==> src/lpcm_pack_timestamp_gen_macros.svh <==
// Assertion macros shared by the timestamp generator RTL.
`ifndef LPCM_PACK_TIMESTAMP_GEN_MACROS_SVH
`define LPCM_PACK_TIMESTAMP_GEN_MACROS_SVH
`ifndef SYNTH
// Same-cycle implication.
`define LPTS_ASSERT_IMP(lbl, clk, rst, ante, cons, msg) \
  lbl: assert property (@(posedge clk) disable iff (rst) (ante) |-> (cons)) \
    else $error(msg);
// Next-cycle implication.
`define LPTS_ASSERT_NXT(lbl, clk, rst, ante, cons, msg) \
  lbl: assert property (@(posedge clk) disable iff (rst) (ante) |=> (cons)) \
    else $error(msg);
`else
`define LPTS_ASSERT_IMP(lbl, clk, rst, ante, cons, msg)
`define LPTS_ASSERT_NXT(lbl, clk, rst, ante, cons, msg)
`endif
`endif

==> src/lpts_pkg.sv <==
// Shared types, constants and helpers of the LPCM pack timestamp generator.
`default_nettype none
package lpts_pkg;

  localparam int unsigned CFG_IDX_W  = 3;
  localparam int unsigned CFG_DATA_W = 24;

  // Clock rates and fixed offsets.
  localparam logic [24:0] SCR_CLOCK  = 25'd27000000;
  localparam logic [16:0] PTS_CLOCK  = 17'd90000;
  localparam logic [31:0] PTS_START  = 32'd585;
  localparam logic [21:0] OFFSET_C   = 22'd2808217;   // 42.85 with 16 fraction bits
  localparam logic [8:0]  EXT_DIV    = 9'd300;
  localparam logic [58:0] SCR_MOD    = 59'd300 << 49; // 300 * 2^49

  // Steps of the iterative divider for the derived SCR terms.
  localparam int unsigned DIV_STEPS  = 57;

  // Register indexes of the configuration port.
  typedef enum logic [CFG_IDX_W-1:0] {
    REG_PAYLOAD   = 3'd0,
    REG_SHORTFALL = 3'd1,
    REG_FRAME     = 3'd2,
    REG_RATE      = 3'd3,
    REG_OFFSET    = 3'd4
  } reg_idx_t;

  // Sequencer states of the derived-term divider.
  typedef enum logic [1:0] {
    ST_IDLE,
    ST_LOAD,
    ST_PAY,
    ST_OFF
  } cfg_state_t;

  // Configuration and derived terms handed to the datapath.
  typedef struct packed {
    logic [11:0] payload_bytes;
    logic [11:0] first_pack_shortfall;
    logic [15:0] frame_bytes;
    logic [23:0] byte_rate;
    logic [52:0] pay_term;  // payload_bytes*27e6*2^16/byte_rate
    logic [58:0] off_sum;   // offset term + 300*2^49 - 42.85
    logic        busy;
  } cfg_t;

  // Ramp term of the first packs: k*307200/7 with 16 fraction bits, truncated.
  function automatic logic [33:0] ramp_fx(input logic [2:0] k);
    logic [33:0] r;
    r = '0;
    case (k)
      3'd1:    r = 34'd2876094171;
      3'd2:    r = 34'd5752188342;
      3'd3:    r = 34'd8628282514;
      3'd4:    r = 34'd11504376685;
      default: r = '0;
    endcase
    return r;
  endfunction

endpackage
`default_nettype wire

==> src/lpts_div_pipe.sv <==
// Pipelined restoring divider, one quotient bit per register stage.
`default_nettype none
`include "lpcm_pack_timestamp_gen_macros.svh"
module lpts_div_pipe #(
  parameter int unsigned NW = 44,  // dividend width, also the stage count
  parameter int unsigned DW = 16,  // divisor width
  parameter int unsigned QW = 32,  // low quotient bits kept, 2 to NW
  parameter int unsigned SW = 1    // side data carried along
) (
  input  logic          clk,
  input  logic          rst,
  input  logic          en,
  input  logic          in_v,
  input  logic [NW-1:0] in_num,
  input  logic [DW-1:0] d,
  input  logic [SW-1:0] in_side,
  output logic          out_v,
  output logic [QW-1:0] out_quo,
  output logic [DW-1:0] out_rem,
  output logic [SW-1:0] out_side
);
  import lpts_pkg::*;

  logic [NW:0]   v;
  logic [DW-1:0] rem  [NW+1];
  logic [NW-1:0] num  [NW+1];
  logic [QW-1:0] quo  [NW+1];
  logic [SW-1:0] side [NW+1];

  assign v[0]    = in_v;
  assign rem[0]  = '0;
  assign num[0]  = in_num;
  assign quo[0]  = '0;
  assign side[0] = in_side;

  // Each stage brings down one dividend bit and decides one quotient bit.
  for (genvar s = 0; s < NW; s++) begin : g_stage
    logic [DW:0] r2;
    logic [DW:0] diff;
    logic        ge;

    assign r2   = {rem[s], num[s][NW-1]};
    assign diff = r2 - {1'b0, d};
    assign ge   = (r2 >= {1'b0, d});

    always_ff @(posedge clk) begin
      if (rst) begin
        v[s+1] <= 1'b0;
      end else if (en) begin
        v[s+1] <= v[s];
      end
    end

    always_ff @(posedge clk) begin
      if (en) begin
        rem[s+1]  <= ge ? diff[DW-1:0] : r2[DW-1:0];
        num[s+1]  <= {num[s][NW-2:0], 1'b0};
        quo[s+1]  <= {quo[s][QW-2:0], ge};
        side[s+1] <= side[s];
      end
    end
  end

  assign out_v    = v[NW];
  assign out_quo  = quo[NW];
  assign out_rem  = rem[NW];
  assign out_side = side[NW];

  `LPTS_ASSERT_IMP(a_rem_below_div, clk, rst, out_v && (d != '0), out_rem < d, "remainder not below divisor")
  `LPTS_ASSERT_NXT(a_hold_on_stall, clk, rst, !en, $stable(out_v) && $stable(out_rem), "divider moved while held")

endmodule
`default_nettype wire

==> config.mk <==
export PLATFORM = sky130hd
export DESIGN_NAME = lpts_div_pipe
export DESIGN_NICKNAME = d
export VERILOG_FILES = /design/src/lpts_pkg.sv /design/src/lpts_div_pipe.sv
export VERILOG_INCLUDE_DIRS = /design/src /design/src/src
export SDC_FILE = /design/constraint.sdc
export NUM_CORES = 2
export LEC_CHECK = 0
export BUFFER_PORTS_ARGS = -buffer_cell sky130_fd_sc_hd__buf_2
export CAP_MARGIN = 10
export CELL_PAD_IN_SITES_DETAIL_PLACEMENT = 1
export CELL_PAD_IN_SITES_GLOBAL_PLACEMENT = 1
export CORE_ASPECT_RATIO = 1.4
export CORE_MARGIN = 2
export CORE_UTILIZATION = 39
export DETAILED_ROUTE_END_ITERATION = 8
export PLACE_DENSITY_LB_ADDON = 0.15
export SLEW_MARGIN = 25
export SYNTH_ARGS = -nofsm -noshare
export SYNTH_HDL_FRONTEND = slang
export SYNTH_SLANG_ARGS = --single-unit
export TNS_END_PERCENT = 100
==> constraint.sdc <==
create_clock -name clk -period 5.62 [get_ports clk]
set_input_delay 1.124 -clock clk [delete_from_list [all_inputs] [get_ports clk]]
set_output_delay 1.124 -clock clk [all_outputs]
set_load 0.01 [all_outputs]
[After elaboration in Yosys (flattened, before gate mapping)]
Index checks and enable logic that the tools add are counted.
Word-level totals
  register bits: 2266
  bits of input ports: 65
  output and inout bits: 50
Operators by class
  $add $sub $neg: 44
  order comparisons: 44
  mux-type cells: 44
Operators with widths (number)
  17-bit by 16-bit greater-or-equal comparator with 1-bit output: 43
  16-bit 2-to-1 mux: 43
  16-bit subtractor: 43
  1-bit by 16-bit greater-or-equal comparator with 1-bit output: 1
  1-bit by 16-bit subtractor with 16-bit output: 1
  1-bit 2-to-1 mux: 1

[Logic depth before layout (Yosys ltp)]
  depth after elaboration: 2
  mapped depth: 15

[Worst setup path before layout]
No wires, ideal clock.
  path kind: input-to-reg
  from: input port d[1]
  to: register rem, in the netlist g_stage[3].r2[11] (data pin)
  setup time: 260 ps
  arrival: 5114 ps
  path slack: 247 ps
  stages: 13
  cells stage by stage: clkbuf_1 -> inv_1 -> ha_1 -> nor2b_1 -> o21a_1 -> o21ai_1 -> a21oi_1 -> o41a_1 -> o311ai_4 -> a21oi_2 -> nor3b_4 -> buf_6 -> mux2_2
On the way
  cells in the longest elaborated chain, start to end: 2
  elaborated cells on any way between the ends: 3
Ends and longest elaborated chain
  start, declared: RTL line lpts_div_pipe.sv:15  | input logic [DW-1:0] d,
  16-bit subtractor / 17-bit by 16-bit greater-or-equal comparator with 1-bit output (equally long branches): RTL line lpts_div_pipe.sv:43, lpts_div_pipe.sv:44
  16-bit 2-to-1 mux (*): RTL line lpts_div_pipe.sv:56  | rem[s+1] <= ge ? diff[DW-1:0] : r2[DW-1:0];
  end signal, assigned by index: RTL line lpts_div_pipe.sv:56
  end, declared: RTL line lpts_div_pipe.sv:25  | logic [DW-1:0] rem [NW+1];
Every way passes the cells marked *; elsewhere a longest branch is shown, timed or not.
A chain may end at the register's enable or synchronous reset.

[Worst setup path after layout]
  from: input port d[12]
  to: register rem, in the netlist g_stage[30].r2[4] (data pin)
On the way
  cells in the longest elaborated chain, start to end: 2
Ends and longest elaborated chain
  17-bit by 16-bit greater-or-equal comparator with 1-bit output: RTL line lpts_div_pipe.sv:44  | assign ge = (r2 >= {1'b0, d});
  16-bit 2-to-1 mux: RTL line lpts_div_pipe.sv:56
No other way between the ends.

==> results.cfg <==
[grt]
gr-total-overflow = 0
grt_pass1_wl_um = 386000
antenna_found_initial = 6
track_usage_pct = 17.7
first_global_vias = 66400
grt_max_degree = 136

[sta]
max_freq_mhz = 233
setup_violations = 0
grt_setup_unrepaired = false
finClkSkew_ns = 0.0572
tns_ns = 0
hold_slack_ns = 0.380
final_max_slew_viol_count = 0
min_period_ns = 4.28
fin_crit_sh_pct = 76.2
hold_viol = 0
max_slew_margin_pct = 29.6
max_slew.worst_pin.slew_ns = 1.06

[pwr]
power_density_mw_per_mm2 = 566
seqPwrFrac_pct = 38.1
cellLeakagePower_nw = 45.6
p_comb_share_pct = 39.4
p_sw_mw = 23.2
p_sw_share_pct = 33.7
p_int_mw = 45.6
p_clk_share_pct = 22.5
ir_drop_v = 0.000271

[floorplan]
die_h_um = 625
io_pins = 115
die-area_mm2 = 0.280
placementRows = 228
initial_core_util_pct = 39.1
fp.dieW_um = 448
coreArea_mm2 = 0.275

[logic_synthesis]
synthCells = 7614
yosysUniqueCellTypes = 90
synth_nets = 8412
syn-cell-area_mm2 = 0.108
synth-edff-count = 2222
yosysWarningCount = 0
ys_seq_area_share_pct = 62.9
ys_async_sr_fraction_pct = 0
postSynthAreaPerCell_um2 = 14.1
synth.ff_latch_count = 2266
synth_ff_type = edfxtp_1

[detailed_routing]
drt_iter0_drc = 3317
ant_nets = 0
drt_pass1_iterations = 5
vias = 62100
viasPerCell = 5.23
avgRoutedWirePerCell_um = 21.0
drc = 0
drt_wl_total_um = 250000

[critical_path]
cpLargestDelayFamily = buffers and inverters
cp-end-kind = register
r2r-start = g_stage[18].r2[1]
max_stage_delay_ns = 0.73
reg2reg_slack_ns = 2.03
path_buf_inv = 3
worstPathCellList = buf_2 > inv_2 > buf_4 > ha_1 > nand4_1 > nor4_1 > nor3_1 > a21oi_1 > a41o_1 > mux2_2
reg2reg_to = g_stage[19].r2[3]
timing_worst_setup_path_type = primary input to register
startpoint_type = primary input
arrival_ns = 4.92
critPathSlowestCell = inv_2
worstRegToRegCells = 10
critPathRequiredTime_ns = 6.26
crit_fanout = 15

[place]
gp_congestion = 0.843
io_buffers = 114
dp_hpwl_um = 174000

[worst_hold_path]
holdPathStages = 0
hp-start = side[23]
hold_end = side[22]
hp-class = register to register

[outcome]
status = finished clean

[clock_network]
cts_tree = built
root_buffer = clkbuf_16
cts_hold_buf = 0
cts_sinks = 2266
cts_buffers = 238
clk_pin_slew_ns = 0.07
htree_levels = 4
clk_path_buf_depth = 4
ctsResizeCount = 0
worst_skew_pair.late_latency_ns = 0.91
post_cts_buffers = 0

[layout]
final_util_pct = 44.2
nNetsFinal = 8814
syn_to_final_growth_pct = 13.0
drive_gt1_share_pct = 14.6

[flow_run]
drv_cap = 0
## metal layers
| layer | track usage (%) | vias up | part of all wire [%] |
|---|---|---|---|
| li1 | - | 29900 | - |
| met1 | 21.1 | 31100 | 42 |
| met2 | 32.8 | 687 | 53 |
| met3 | 2.03 | 403 | 2.5 |
| met4 | 5.97 | 0 | 3.4 |
| met5 | 0 | - | 0 |
## flip-flops by register name, indices dropped and copies added, names as in the netlist
signal	flops
quo	496
num	903
v	43
side	43
g_stage.r2	731
out_quo	32
out_rem	16
out_v	1
out_side	1
## power groups by stage
stage	combinational (mW)	sequential [mW]	clock (mW)
global placement	26.3	26.7	0
global route	30.2	26.5	16.6
finish	27.1	26.2	15.4
detailed placement	27.1	26.6	0
floorplan	21.0	25.1	0
CTS	27.3	26.3	16.1
## layout by cell type, fill, tap and decap left out, types with 140 or more instances in the layout
master	synthesis	layout
xor2_1	191	191
nand2_1	346	346
xnor2_1	306	306
buf_4	33	140
mux2_2	382	382
edfxtp_1	2222	2222
a21o_1	174	174
a21oi_1	470	468
clkbuf_16	0	240
o21ai_0	309	307
nor3_1	140	140
ha_1	690	690
nor2_1	496	496
inv_1	273	258
## worst reg2reg max path, stage by stage (launching register included)
cell	delay (ns)
edfxtp_1	0.42
ha_1	0.32
nor2b_1	0.21
o31a_1	0.26
o41ai_4	0.10
o211a_1	0.26
o31ai_1	0.45
o211ai_1	0.16
nand2_1	0.09
a211o_1	0.64
mux2_2	0.42
## cell type report
type	instances	area, um2
fillers	27900	154000
well taps	3680	4600
diodes	5	12.5
multi-input cells	4939	38100
clock buffers	269	6140
inverters	273	1030
flip-flops and latches	2266	67600
clock inverters	154	1410
repair buffers	298	2540
## worst max path at each step
stage               start                 to  slack (ns)  cells past startpoint
floorplan            d[1]  g_stage[3].r2[11]        0.25                     13
detailed placement  d[12]  g_stage[30].r2[4]        0.42                     10
global route         d[1]  g_stage[42].r2[8]        1.33                     15
CTS                 d[12]  g_stage[30].r2[4]        1.40                     10
finish              d[12]  g_stage[30].r2[4]        1.34                     10
global placement    d[12]  g_stage[30].r2[4]        0.48                     10
## through the flow
stage / worst slack [ns] / std cells / area (um2) / power, mW
6_report: 1.34 / 11900 / 121000 / 68.7
3_3_place_gp: 0.478 / 11500 / 114000 / 53.0
3_5_place_dp: 0.416 / 11500 / 114000 / 53.7
4_1_cts: 1.40 / 11900 / 121000 / 69.7
2_1_floorplan: 0.247 / 7614 / 108000 / 46.1
5_1_grt: 1.33 / 11900 / 121000 / 73.4
## cell families (layout without fill, tap and decap cells)
group                    after synthesis  after routing  synth area share, %
other                                  0              5                    0
adder cells (fa/ha/maj)              733            733                 8.83
flip-flops                          2266           2266                 62.9
buffers and inverters                409            994                 1.71
multiplexers                         546            546                 5.78
AO/OA/AOI/OAI                       1551           1551                 9.52
AND/OR/NAND/NOR                     1612           1612                 7.24
XOR/XNOR                             497            497                 4.05
## Yosys cell counts (16+ instances only)
library cell | count | area (um2)
buf_2 | 30 | 150
mux2i_1 | 105 | 1050
o31a_1 | 27 | 236
a21o_1 | 174 | 1310
nor4_1 | 32 | 200
inv_1 | 273 | 1020
nand2b_1 | 67 | 419
o31ai_1 | 42 | 315
mux2_2 | 382 | 4300
a211o_1 | 30 | 263
or2_2 | 28 | 175
mux2_4 | 54 | 811
a2111oi_0 | 29 | 254
o21a_1 | 102 | 766
nand2_1 | 346 | 1300
nand4_1 | 77 | 482
a31oi_1 | 35 | 219
and3_1 | 50 | 313
dfxtp_1 | 44 | 881
o21ai_1 | 16 | 80.1
o21bai_1 | 32 | 240
a211oi_1 | 47 | 353
o21ai_0 | 309 | 1550
a21boi_0 | 46 | 345
nand3_1 | 124 | 621
nor2_1 | 496 | 1860
edfxtp_1 | 2222 | 66700
buf_4 | 33 | 248
nor2b_1 | 125 | 782
xnor2_1 | 306 | 2680
fa_1 | 43 | 861
ha_1 | 690 | 8630
xor2_1 | 191 | 1670
a21oi_1 | 470 | 2350
o211ai_1 | 26 | 195
nor3_1 | 140 | 701
clkbuf_1 | 51 | 191
or3_1 | 48 | 300
No activity file was read; power rests on OpenSTA's default activity.
