--- src/lpcm_pack_timestamp_gen_macros.svh ---
// Assertion macros shared by the timestamp generator RTL.
`ifndef LPCM_PACK_TIMESTAMP_GEN_MACROS_SVH
`define LPCM_PACK_TIMESTAMP_GEN_MACROS_SVH
`ifndef SYNTH
// Same-cycle implication.
`define LPTS_ASSERT_IMP(lbl, clk, rst, ante, cons, msg) \
  lbl: assert property (@(posedge clk) disable iff (rst) (ante) |-> (cons)) \
    else $error(msg);
// Next-cycle implication.
`define LPTS_ASSERT_NXT(lbl, clk, rst, ante, cons, msg) \
  lbl: assert property (@(posedge clk) disable iff (rst) (ante) |=> (cons)) \
    else $error(msg);
`else
`define LPTS_ASSERT_IMP(lbl, clk, rst, ante, cons, msg)
`define LPTS_ASSERT_NXT(lbl, clk, rst, ante, cons, msg)
`endif
`endif

--- src/lpts_pkg.sv ---
// Shared types, constants and helpers of the LPCM pack timestamp generator.
`default_nettype none
package lpts_pkg;

  localparam int unsigned CFG_IDX_W  = 3;
  localparam int unsigned CFG_DATA_W = 24;

  // Clock rates and fixed offsets.
  localparam logic [24:0] SCR_CLOCK  = 25'd27000000;
  localparam logic [16:0] PTS_CLOCK  = 17'd90000;
  localparam logic [31:0] PTS_START  = 32'd585;
  localparam logic [21:0] OFFSET_C   = 22'd2808217;   // 42.85 with 16 fraction bits
  localparam logic [8:0]  EXT_DIV    = 9'd300;
  localparam logic [58:0] SCR_MOD    = 59'd300 << 49; // 300 * 2^49

  // Steps of the iterative divider for the derived SCR terms.
  localparam int unsigned DIV_STEPS  = 57;

  // Register indexes of the configuration port.
  typedef enum logic [CFG_IDX_W-1:0] {
    REG_PAYLOAD   = 3'd0,
    REG_SHORTFALL = 3'd1,
    REG_FRAME     = 3'd2,
    REG_RATE      = 3'd3,
    REG_OFFSET    = 3'd4
  } reg_idx_t;

  // Sequencer states of the derived-term divider.
  typedef enum logic [1:0] {
    ST_IDLE,
    ST_LOAD,
    ST_PAY,
    ST_OFF
  } cfg_state_t;

  // Configuration and derived terms handed to the datapath.
  typedef struct packed {
    logic [11:0] payload_bytes;
    logic [11:0] first_pack_shortfall;
    logic [15:0] frame_bytes;
    logic [23:0] byte_rate;
    logic [52:0] pay_term;  // payload_bytes*27e6*2^16/byte_rate
    logic [58:0] off_sum;   // offset term + 300*2^49 - 42.85
    logic        busy;
  } cfg_t;

  // Ramp term of the first packs: k*307200/7 with 16 fraction bits, truncated.
  function automatic logic [33:0] ramp_fx(input logic [2:0] k);
    logic [33:0] r;
    r = '0;
    case (k)
      3'd1:    r = 34'd2876094171;
      3'd2:    r = 34'd5752188342;
      3'd3:    r = 34'd8628282514;
      3'd4:    r = 34'd11504376685;
      default: r = '0;
    endcase
    return r;
  endfunction

endpackage
`default_nettype wire

--- src/lpts_cfg.sv ---
// Configuration registers and the sequential divider for derived SCR terms.
`default_nettype none
`include "lpcm_pack_timestamp_gen_macros.svh"
module lpts_cfg (
  input  logic                          clk,
  input  logic                          rst,
  input  logic                          we,
  input  logic [lpts_pkg::CFG_IDX_W-1:0]  index,
  input  logic [lpts_pkg::CFG_DATA_W-1:0] data,
  output lpts_pkg::cfg_t                cfg
);
  import lpts_pkg::*;

  localparam logic [5:0] LAST_STEP = 6'(DIV_STEPS - 1);

  logic [11:0] payload_bytes;
  logic [11:0] first_pack_shortfall;
  logic [15:0] frame_bytes;
  logic [23:0] byte_rate;
  logic [15:0] scr_offset_bytes;

  cfg_state_t  state, state_next;
  logic [5:0]  step, step_next;
  logic [23:0] rem, rem_next;
  logic [56:0] num, num_next;
  logic [52:0] pay_term, pay_term_next;
  logic [58:0] off_sum, off_sum_next;

  logic [36:0] pay_prod;
  logic [40:0] off_prod;
  logic [24:0] r2;
  logic [24:0] r2_diff;
  logic        ge;
  logic [23:0] rem_step;
  logic [56:0] num_step;

  // Register writes.
  always_ff @(posedge clk) begin
    if (rst) begin
      payload_bytes        <= 12'd2000;
      first_pack_shortfall <= 12'd16;
      frame_bytes          <= 16'd160;
      byte_rate            <= 24'd192000;
      scr_offset_bytes     <= 16'd0;
    end else if (we) begin
      case (reg_idx_t'(index))
        REG_PAYLOAD:   payload_bytes        <= data[11:0];
        REG_SHORTFALL: first_pack_shortfall <= data[11:0];
        REG_FRAME:     frame_bytes          <= data[15:0];
        REG_RATE:      byte_rate            <= data;
        REG_OFFSET:    scr_offset_bytes     <= data[15:0];
        default: ;
      endcase
    end
  end

  // Numerators of the two derived terms; the 2^16 scaling is applied at load.
  assign pay_prod = 37'(payload_bytes) * 37'(SCR_CLOCK);
  assign off_prod = 41'(scr_offset_bytes) * 41'(SCR_CLOCK);

  // One restoring division step: shift in a dividend bit, compare and subtract.
  assign r2       = {rem, num[56]};
  assign r2_diff  = r2 - {1'b0, byte_rate};
  assign ge       = (r2 >= {1'b0, byte_rate});
  assign rem_step = ge ? r2_diff[23:0] : r2[23:0];
  assign num_step = {num[55:0], ge};

  // Sequencer state register.
  always_ff @(posedge clk) begin
    if (rst) begin
      state <= ST_LOAD;
      step  <= '0;
    end else begin
      state <= state_next;
      step  <= step_next;
    end
  end

  always_ff @(posedge clk) begin
    rem      <= rem_next;
    num      <= num_next;
    pay_term <= pay_term_next;
    off_sum  <= off_sum_next;
  end

  // Next state: payload term first, then the offset term; a write restarts the sequence.
  always_comb begin
    state_next    = state;
    step_next     = step;
    rem_next      = rem;
    num_next      = num;
    pay_term_next = pay_term;
    off_sum_next  = off_sum;
    unique case (state)
      ST_IDLE: ;
      ST_LOAD: begin
        rem_next   = '0;
        num_next   = {4'b0, pay_prod, 16'b0};
        step_next  = '0;
        state_next = ST_PAY;
      end
      ST_PAY: begin
        rem_next  = rem_step;
        num_next  = num_step;
        step_next = step + 6'd1;
        if (step == LAST_STEP) begin
          pay_term_next = num_step[52:0];
          rem_next      = '0;
          num_next      = {off_prod, 16'b0};
          step_next     = '0;
          state_next    = ST_OFF;
        end
      end
      ST_OFF: begin
        rem_next  = rem_step;
        num_next  = num_step;
        step_next = step + 6'd1;
        if (step == LAST_STEP) begin
          off_sum_next = {2'b0, num_step} + SCR_MOD - 59'(OFFSET_C);
          step_next    = '0;
          state_next   = ST_IDLE;
        end
      end
    endcase
    if (we) begin
      state_next = ST_LOAD;
    end
  end

  assign cfg.payload_bytes        = payload_bytes;
  assign cfg.first_pack_shortfall = first_pack_shortfall;
  assign cfg.frame_bytes          = frame_bytes;
  assign cfg.byte_rate            = byte_rate;
  assign cfg.pay_term             = pay_term;
  assign cfg.off_sum              = off_sum;
  assign cfg.busy                 = (state != ST_IDLE);

  `LPTS_ASSERT_NXT(a_write_restarts, clk, rst, we, state == ST_LOAD, "write did not restart")
  `LPTS_ASSERT_IMP(a_terms_hold, clk, rst, !cfg.busy && !$past(cfg.busy), $stable(pay_term) && $stable(off_sum), "derived terms moved while idle")
  `LPTS_ASSERT_IMP(a_step_range, clk, rst, state == ST_PAY || state == ST_OFF, step <= LAST_STEP, "step count overrun")

endmodule
`default_nettype wire

--- config.mk ---
export PLATFORM = sky130hd
export DESIGN_NAME = lpts_cfg
export DESIGN_NICKNAME = d
export VERILOG_FILES = /design/src/lpts_pkg.sv /design/src/lpts_cfg.sv
export VERILOG_INCLUDE_DIRS = /design/src /design/src/src
export SDC_FILE = /design/constraint.sdc
export NUM_CORES = 1
export LEC_CHECK = 0
export ABC_AREA = 1
export CAP_MARGIN = 10
export CORE_UTILIZATION = 65
export DETAILED_ROUTE_END_ITERATION = 16
export DONT_BUFFER_PORTS = 1
export PLACE_DENSITY = 0.9
export SLEW_MARGIN = 0
export SYNTH_ARGS = -nofsm -noshare
export SYNTH_HDL_FRONTEND = slang
export SYNTH_SLANG_ARGS = --single-unit
--- constraint.sdc ---
create_clock -name clk -period 6.65 [get_ports clk]
set_clock_uncertainty 0.15 [all_clocks]
set_input_delay 0 -clock clk [delete_from_list [all_inputs] [get_ports clk]]
set_output_delay 0 -clock clk [all_outputs]
set_load 0.01 [all_outputs]
# ---- Word level (Yosys, flattened, before mapping)
# Index checks and enable logic that the tools add are counted.
dict set report op_classes {
  eq_ne 10
  bitwise_logic 0
  addsub 4
  div_mod_pow 0
  mux 10
  shifts 0
  magnitude_cmp 1
  n_reduce_logical 14
  multipliers 2
}
# op n
set op_table {}
lappend op_table {{57-bit one-hot mux with 3 select lines} 1}
lappend op_table {{24-bit one-hot mux with 3 select lines} 1}
lappend op_table {{57-bit by 58-bit adder with 59-bit output (second input constant)} 1}
lappend op_table {{59-bit by 22-bit subtractor with 59-bit output (second input constant)} 1}
lappend op_table {{57-bit two-way mux} 1}
lappend op_table {{24-bit two-way mux} 2}
lappend op_table {{16-bit by 19-bit multiplier with 35-bit output (second input constant)} 1}
lappend op_table {{12-bit by 19-bit multiplier with 31-bit output (second input constant)} 1}
lappend op_table {{25-bit by 24-bit greater-or-equal comparator with 1-bit output} 1}
lappend op_table {{24-bit subtractor} 1}
lappend op_table {{2-bit AND reduction} 7}
lappend op_table {{6-bit one-hot mux with 2 select lines} 1}
lappend op_table {{6-bit by 1-bit adder with 6-bit output (second input constant)} 1}
lappend op_table {{3-bit by 2-bit == test with 1-bit output (second input constant)} 2}
lappend op_table {{6-bit == test (second input constant)} 1}
lappend op_table {{6-bit two-way mux} 1}
lappend op_table {{2-bit one-hot mux with 3 select lines} 1}
lappend op_table {{2-bit == test (second input constant)} 2}
lappend op_table {{2-bit two-way mux} 2}
lappend op_table {{2-bit inequality test (second input constant)} 2}
lappend op_table {{2-bit nonzero test} 2}
lappend op_table {{2-bit OR reduction} 2}
lappend op_table {{3-bit by 1-bit == test with 1-bit output (second input constant)} 1}
lappend op_table {{3-bit == test (second input constant)} 1}
lappend op_table {{4 further kinds} 4}
dict set report word_totals {
  output_inout_bits 177
  n_memories 0
  ff_bits 281
  ramBits 0
  mem_bits_ro 0
  latch_bits 0
  word_cells 52
  in_bits 30
}

# ---- Logic depth before layout (Yosys ltp)
dict set report depth {
  word_depth 4
  mapped_depth 28
}

# ---- Least setup slack after synthesis
# OpenSTA, ideal clock, no wires.
dict set report synth_timing {
  path_kind {register to register}
  from {register scr_offset_bytes[4]}
  to {register num[45], data pin}
  t_arrival_ps 5049
  setup_ps 264
  slack_ps 1187
  synth_period_minus_slack_ps 5463
  path_buffers 0
  stages_incl_launch_ff 21
  path_cell_list {dfxtp_1 fa_1 inv_1 fa_1 fa_1 inv_1 fa_1 fa_1 inv_1 fa_1 inv_1 ha_1 nand2_1 nor2_1 nand2_1 o211ai_1 nand3_1 nand2_1 xor2_1 o21ai_0 nand3_1}
}
dict set report synth_via {
  elab_chain_cells 3
}
# item line_no
set synth_rtl {}
lappend synth_rtl {{from (decl)} lpts_cfg.sv:20} ;# logic [15:0] scr_offset_bytes;
lappend synth_rtl {{from (signal assigned)} lpts_cfg.sv:51} ;# REG_OFFSET: scr_offset_bytes <= data[15:0];
lappend synth_rtl {{16-bit by 19-bit multiplier with 35-bit output} lpts_cfg.sv:59} ;# assign off_prod = 41'(scr_offset_bytes) * 41'(SCR_CLOCK);
lappend synth_rtl {{57-bit two-way mux} lpts_cfg.sv:106} ;# if (step == LAST_STEP) begin
lappend synth_rtl {{57-bit one-hot mux with 3 select lines} lpts_cfg.sv:94} ;# unique case (state)
lappend synth_rtl {{net num_next[45]} lpts_cfg.sv:25} ;# logic [56:0] num, num_next;
lappend synth_rtl {{to (signal assigned)} lpts_cfg.sv:81} ;# num <= num_next;
lappend synth_rtl {{to (decl)} lpts_cfg.sv:25}
# The timed path passes the listed nets, and every way through them passes these cells.
# A chain may end at the register's enable or synchronous reset.

# ---- Final worst setup path
dict set report layout_timing {
  from {register scr_offset_bytes[14]}
  to {register num[48], data pin}
}
# The elaborated chain is that of the path after synthesis.

==> results.py <==
metrics = {
    "cts": {
        "clk_pin_slew_ns": 0.06,
        "clock_path_buffers": 3,
        "cts_buffers": 29,
        "cts_tree": "done",
        "htree_num_levels": 1,
        "clock_latency_ns": 0.59,
        "cts_root_buf": "clkbuf_16",
        "cts.sinks": 281,
        "post_cts_buffers": 0,
        "cts_resized": 0,
    },
    "logic_synthesis": {
        "yosysTopAreaCellShare_pct": 23.9,
        "synth_seq_cells": 281,
        "yosysWarnings": 0,
        "synth_top_cell_by_area": "edfxtp_1",
        "seq_area_frac_synth_pct": 31.1,
        "ys_types": 51,
        "synth_edf_count": 193,
        "syn_avg_cell_area_um2": 8.58,
        "yosysMostFrequentCell": "inv_1",
        "synth_nets": 3305,
        "synth.cell_area_um2": 24300,
        "synth_ff_type": "edfxtp_1",
        "synth_area_leaders": "edfxtp_1 24%, fa_1 16%, ha_1 13%",
        "synth_commonest_cells": "552 x inv_1, 380 x nand2_1, 295 x nor2_1",
        "async_flop_share_pct": 0,
        "synthCells": 2831,
    },
    "grt": {
        "grt_usage_pct": 38.0,
        "grt_max_degree": 68,
        "antenna_found_initial": 3,
        "grt_pass1_wl_mm": 113,
        "grt_pass1_vias": 20600,
        "grt-ovfl-total": 0,
    },
    "flow_run": {
        "cap_violations": 0,
    },
    "cells_and_area": {
        "syn_to_final_growth_pct": 8.00,
        "drive_gt1_share_pct": 4.21,
        "finalNetCount": 3350,
        "multi_input_area_um2": 14500,
        "fillers": 2726,
        "ff_latch_area_um2": 7560,
    },
    "critical_path": {
        "endpoint_kind": "flop",
        "required_ns": 6.83,
        "arrival_ns": 6.27,
        "setup.worst_path.class": "flop to flop",
        "path_max_fanout": 6,
        "startpoint_type": "flop",
    },
    "drt": {
        "num_vias": 20400,
        "drt_iter0_markers": 1774,
        "drc_errors": 0,
        "drt-wirelength-per-cell_um": 21.5,
        "dr.pass1.iters": 6,
        "via_per_inst": 6.07,
        "drt_wl_total_mm": 72.3,
        "antenna_left": 0,
    },
    "floorplanning": {
        "die_w_um": 195,
        "rows": 70,
        "die_h_um": 195,
        "initial_utilization_pct": 66.2,
        "dieArea_um2": 38200,
        "io_pins": 207,
        "core_area_um2": 36700,
    },
    "placement": {
        "pre_cts_ws_ns": 0.596,
        "post-dp-hpwl_mm": 55.8,
        "place.gp.congestion": 1.02,
        "io_buffers": 0,
    },
    "power": {
        "p_leak_nw": 12.4,
        "p_per_area_nw_per_um2": 344,
        "peakVddDrop_mv": 0.358,
    },
    "worst_hold_path": {
        "worstHoldPathType": "input pin to flop",
    },
    "run_status": {
        "status": "finished, final reports clean",
    },
    "timing": {
        "hold_viol_final": 0,
        "tns_ns": 0,
        "post-route-period-util_pct": 91.7,
        "max_freq_mhz": 164,
        "tightest_slew_ns": 1.11,
        "layout_setup_ws_ns": 0.552,
        "rsz0062_at_grt": "false",
        "slew_viol_final": 0,
        "max_slew_margin_pct": 25.5,
        "fin_crit_ns": 6.10,
        "finalSetupViolations": 0,
    },
}
## layer usage
metal / GRT usage, % / part of all wire (%) / vias to the layer above
met5: 0 / 0.018 / -
met4: 18.5 / 5.9 / 2
met3: 6.51 / 8.8 / 294
met2: 62.7 / 46 / 1202
met1: 48.7 / 40 / 9602
li1: - / - / 9321
## state kept, by name, summed over array words and instances, names as in the netlist, 12 cells and up
| signal | count |
|---|---|
| rem | 24 |
| off_sum | 59 |
| num | 57 |
| scr_offset_bytes | 16 |
| frame_bytes | 16 |
| first_pack_shortfall | 12 |
| byte_rate | 24 |
| pay_term | 53 |
| payload_bytes | 12 |
## logic make-up after synthesis
| group | after synthesis | share of synthesized area (%) |
|---|---|---|
| buf+inv | 609 | 9.45 |
| compound gates | 504 | 11.6 |
| flops | 281 | 31.1 |
| simple gates | 912 | 16.0 |
| fa+ha+maj | 444 | 29.0 |
| xor+xnor | 81 | 2.92 |
## layout make-up
type                       count  share of cell area (%)
tap                          468                    2.23
clock buffer                  32                    2.85
antenna                        2                  0.0191
inverter                     560                    8.02
sequential                   281                    28.8
timing repair buffer          63                    2.26
multi-input combinational   1941                    55.1
clock inverter                20                   0.720
## what timing repair did
| item | 4_1_cts | 5_1_grt |
|---|---|---|
| hold buffers | 48 | 0 |
| endpoints found under the setup margin | 0 | 0 |
| hold endpoints to repair | 87 | 0 |
## cell usage in the layout, fill, tap and decap left out, types with 25 or more instances in the layout
| cell type | count |
|---|---|
| xor2_1 | 56 |
| dfxtp_1 | 88 |
| nand2_1 | 380 |
| inv_1 | 550 |
| ha_1 | 246 |
| xnor2_1 | 25 |
| o211ai_1 | 30 |
| o21ai_0 | 186 |
| nor3_1 | 44 |
| edfxtp_1 | 193 |
| nor2_1 | 292 |
| nand3_1 | 116 |
| a21oi_1 | 211 |
| dlygate4sd3_1 | 48 |
| fa_1 | 198 |
| clkbuf_16 | 29 |
## stage by stage
step / power (mW) / cells / hold slack, ns / area, um2 / utilization (%)
after global placement: 7.08 / 3265 / -0.0737 / 24800 / 67.6
after detailed placement: 7.18 / 3265 / -0.0702 / 24800 / 67.6
after global routing: 9.56 / 3367 / 0.0387 / 26200 / 71.5
after floorplan: 5.77 / 2831 / -0.0503 / 24300 / -
after CTS: 8.84 / 3365 / 0.00572 / 26200 / 71.5
final: 9.02 / 3367 / 0.0284 / 26200 / 71.5
## power breakdown
group	internal [mW]	switching (mW)	leakage [nW]	total, mW
clock network	0.897	0.738	0.464	1.63
logic	1.64	3.22	9.31	4.86
registers	2.23	0.296	2.63	2.53
total	4.77	4.25	12.4	9.02
## worst max-delay path, cell delays in order (launching register included)
cell	delay (ns)
dfxtp_1	0.47
inv_1	0.12
ha_1	0.36
xnor2_1	0.17
ha_1	0.20
or2_2	0.35
xnor2_1	0.19
inv_1	0.06
ha_1	0.30
fa_1	0.53
fa_1	0.56
inv_1	0.06
fa_1	0.53
inv_1	0.04
ha_1	0.36
nand2_1	0.11
nor2_1	0.25
nand2_1	0.09
o21ai_1	0.34
nand2_1	0.12
nand3_1	0.09
nand3_1	0.18
nand2_1	0.13
nand3_1	0.08
## path summary, 6_finish.rpt
check	start	end	slack, ns	cells after the start
worst min register to register	step[5]	step[5]	0.35	2
worst min-delay path	data[20]	byte_rate[20]	0.03	3
worst max-delay path	scr_offset_bytes[14]	num[48]	0.55	23
worst max register to register	scr_offset_bytes[14]	num[48]	0.55	23
(Power assumes the default switching activity.)
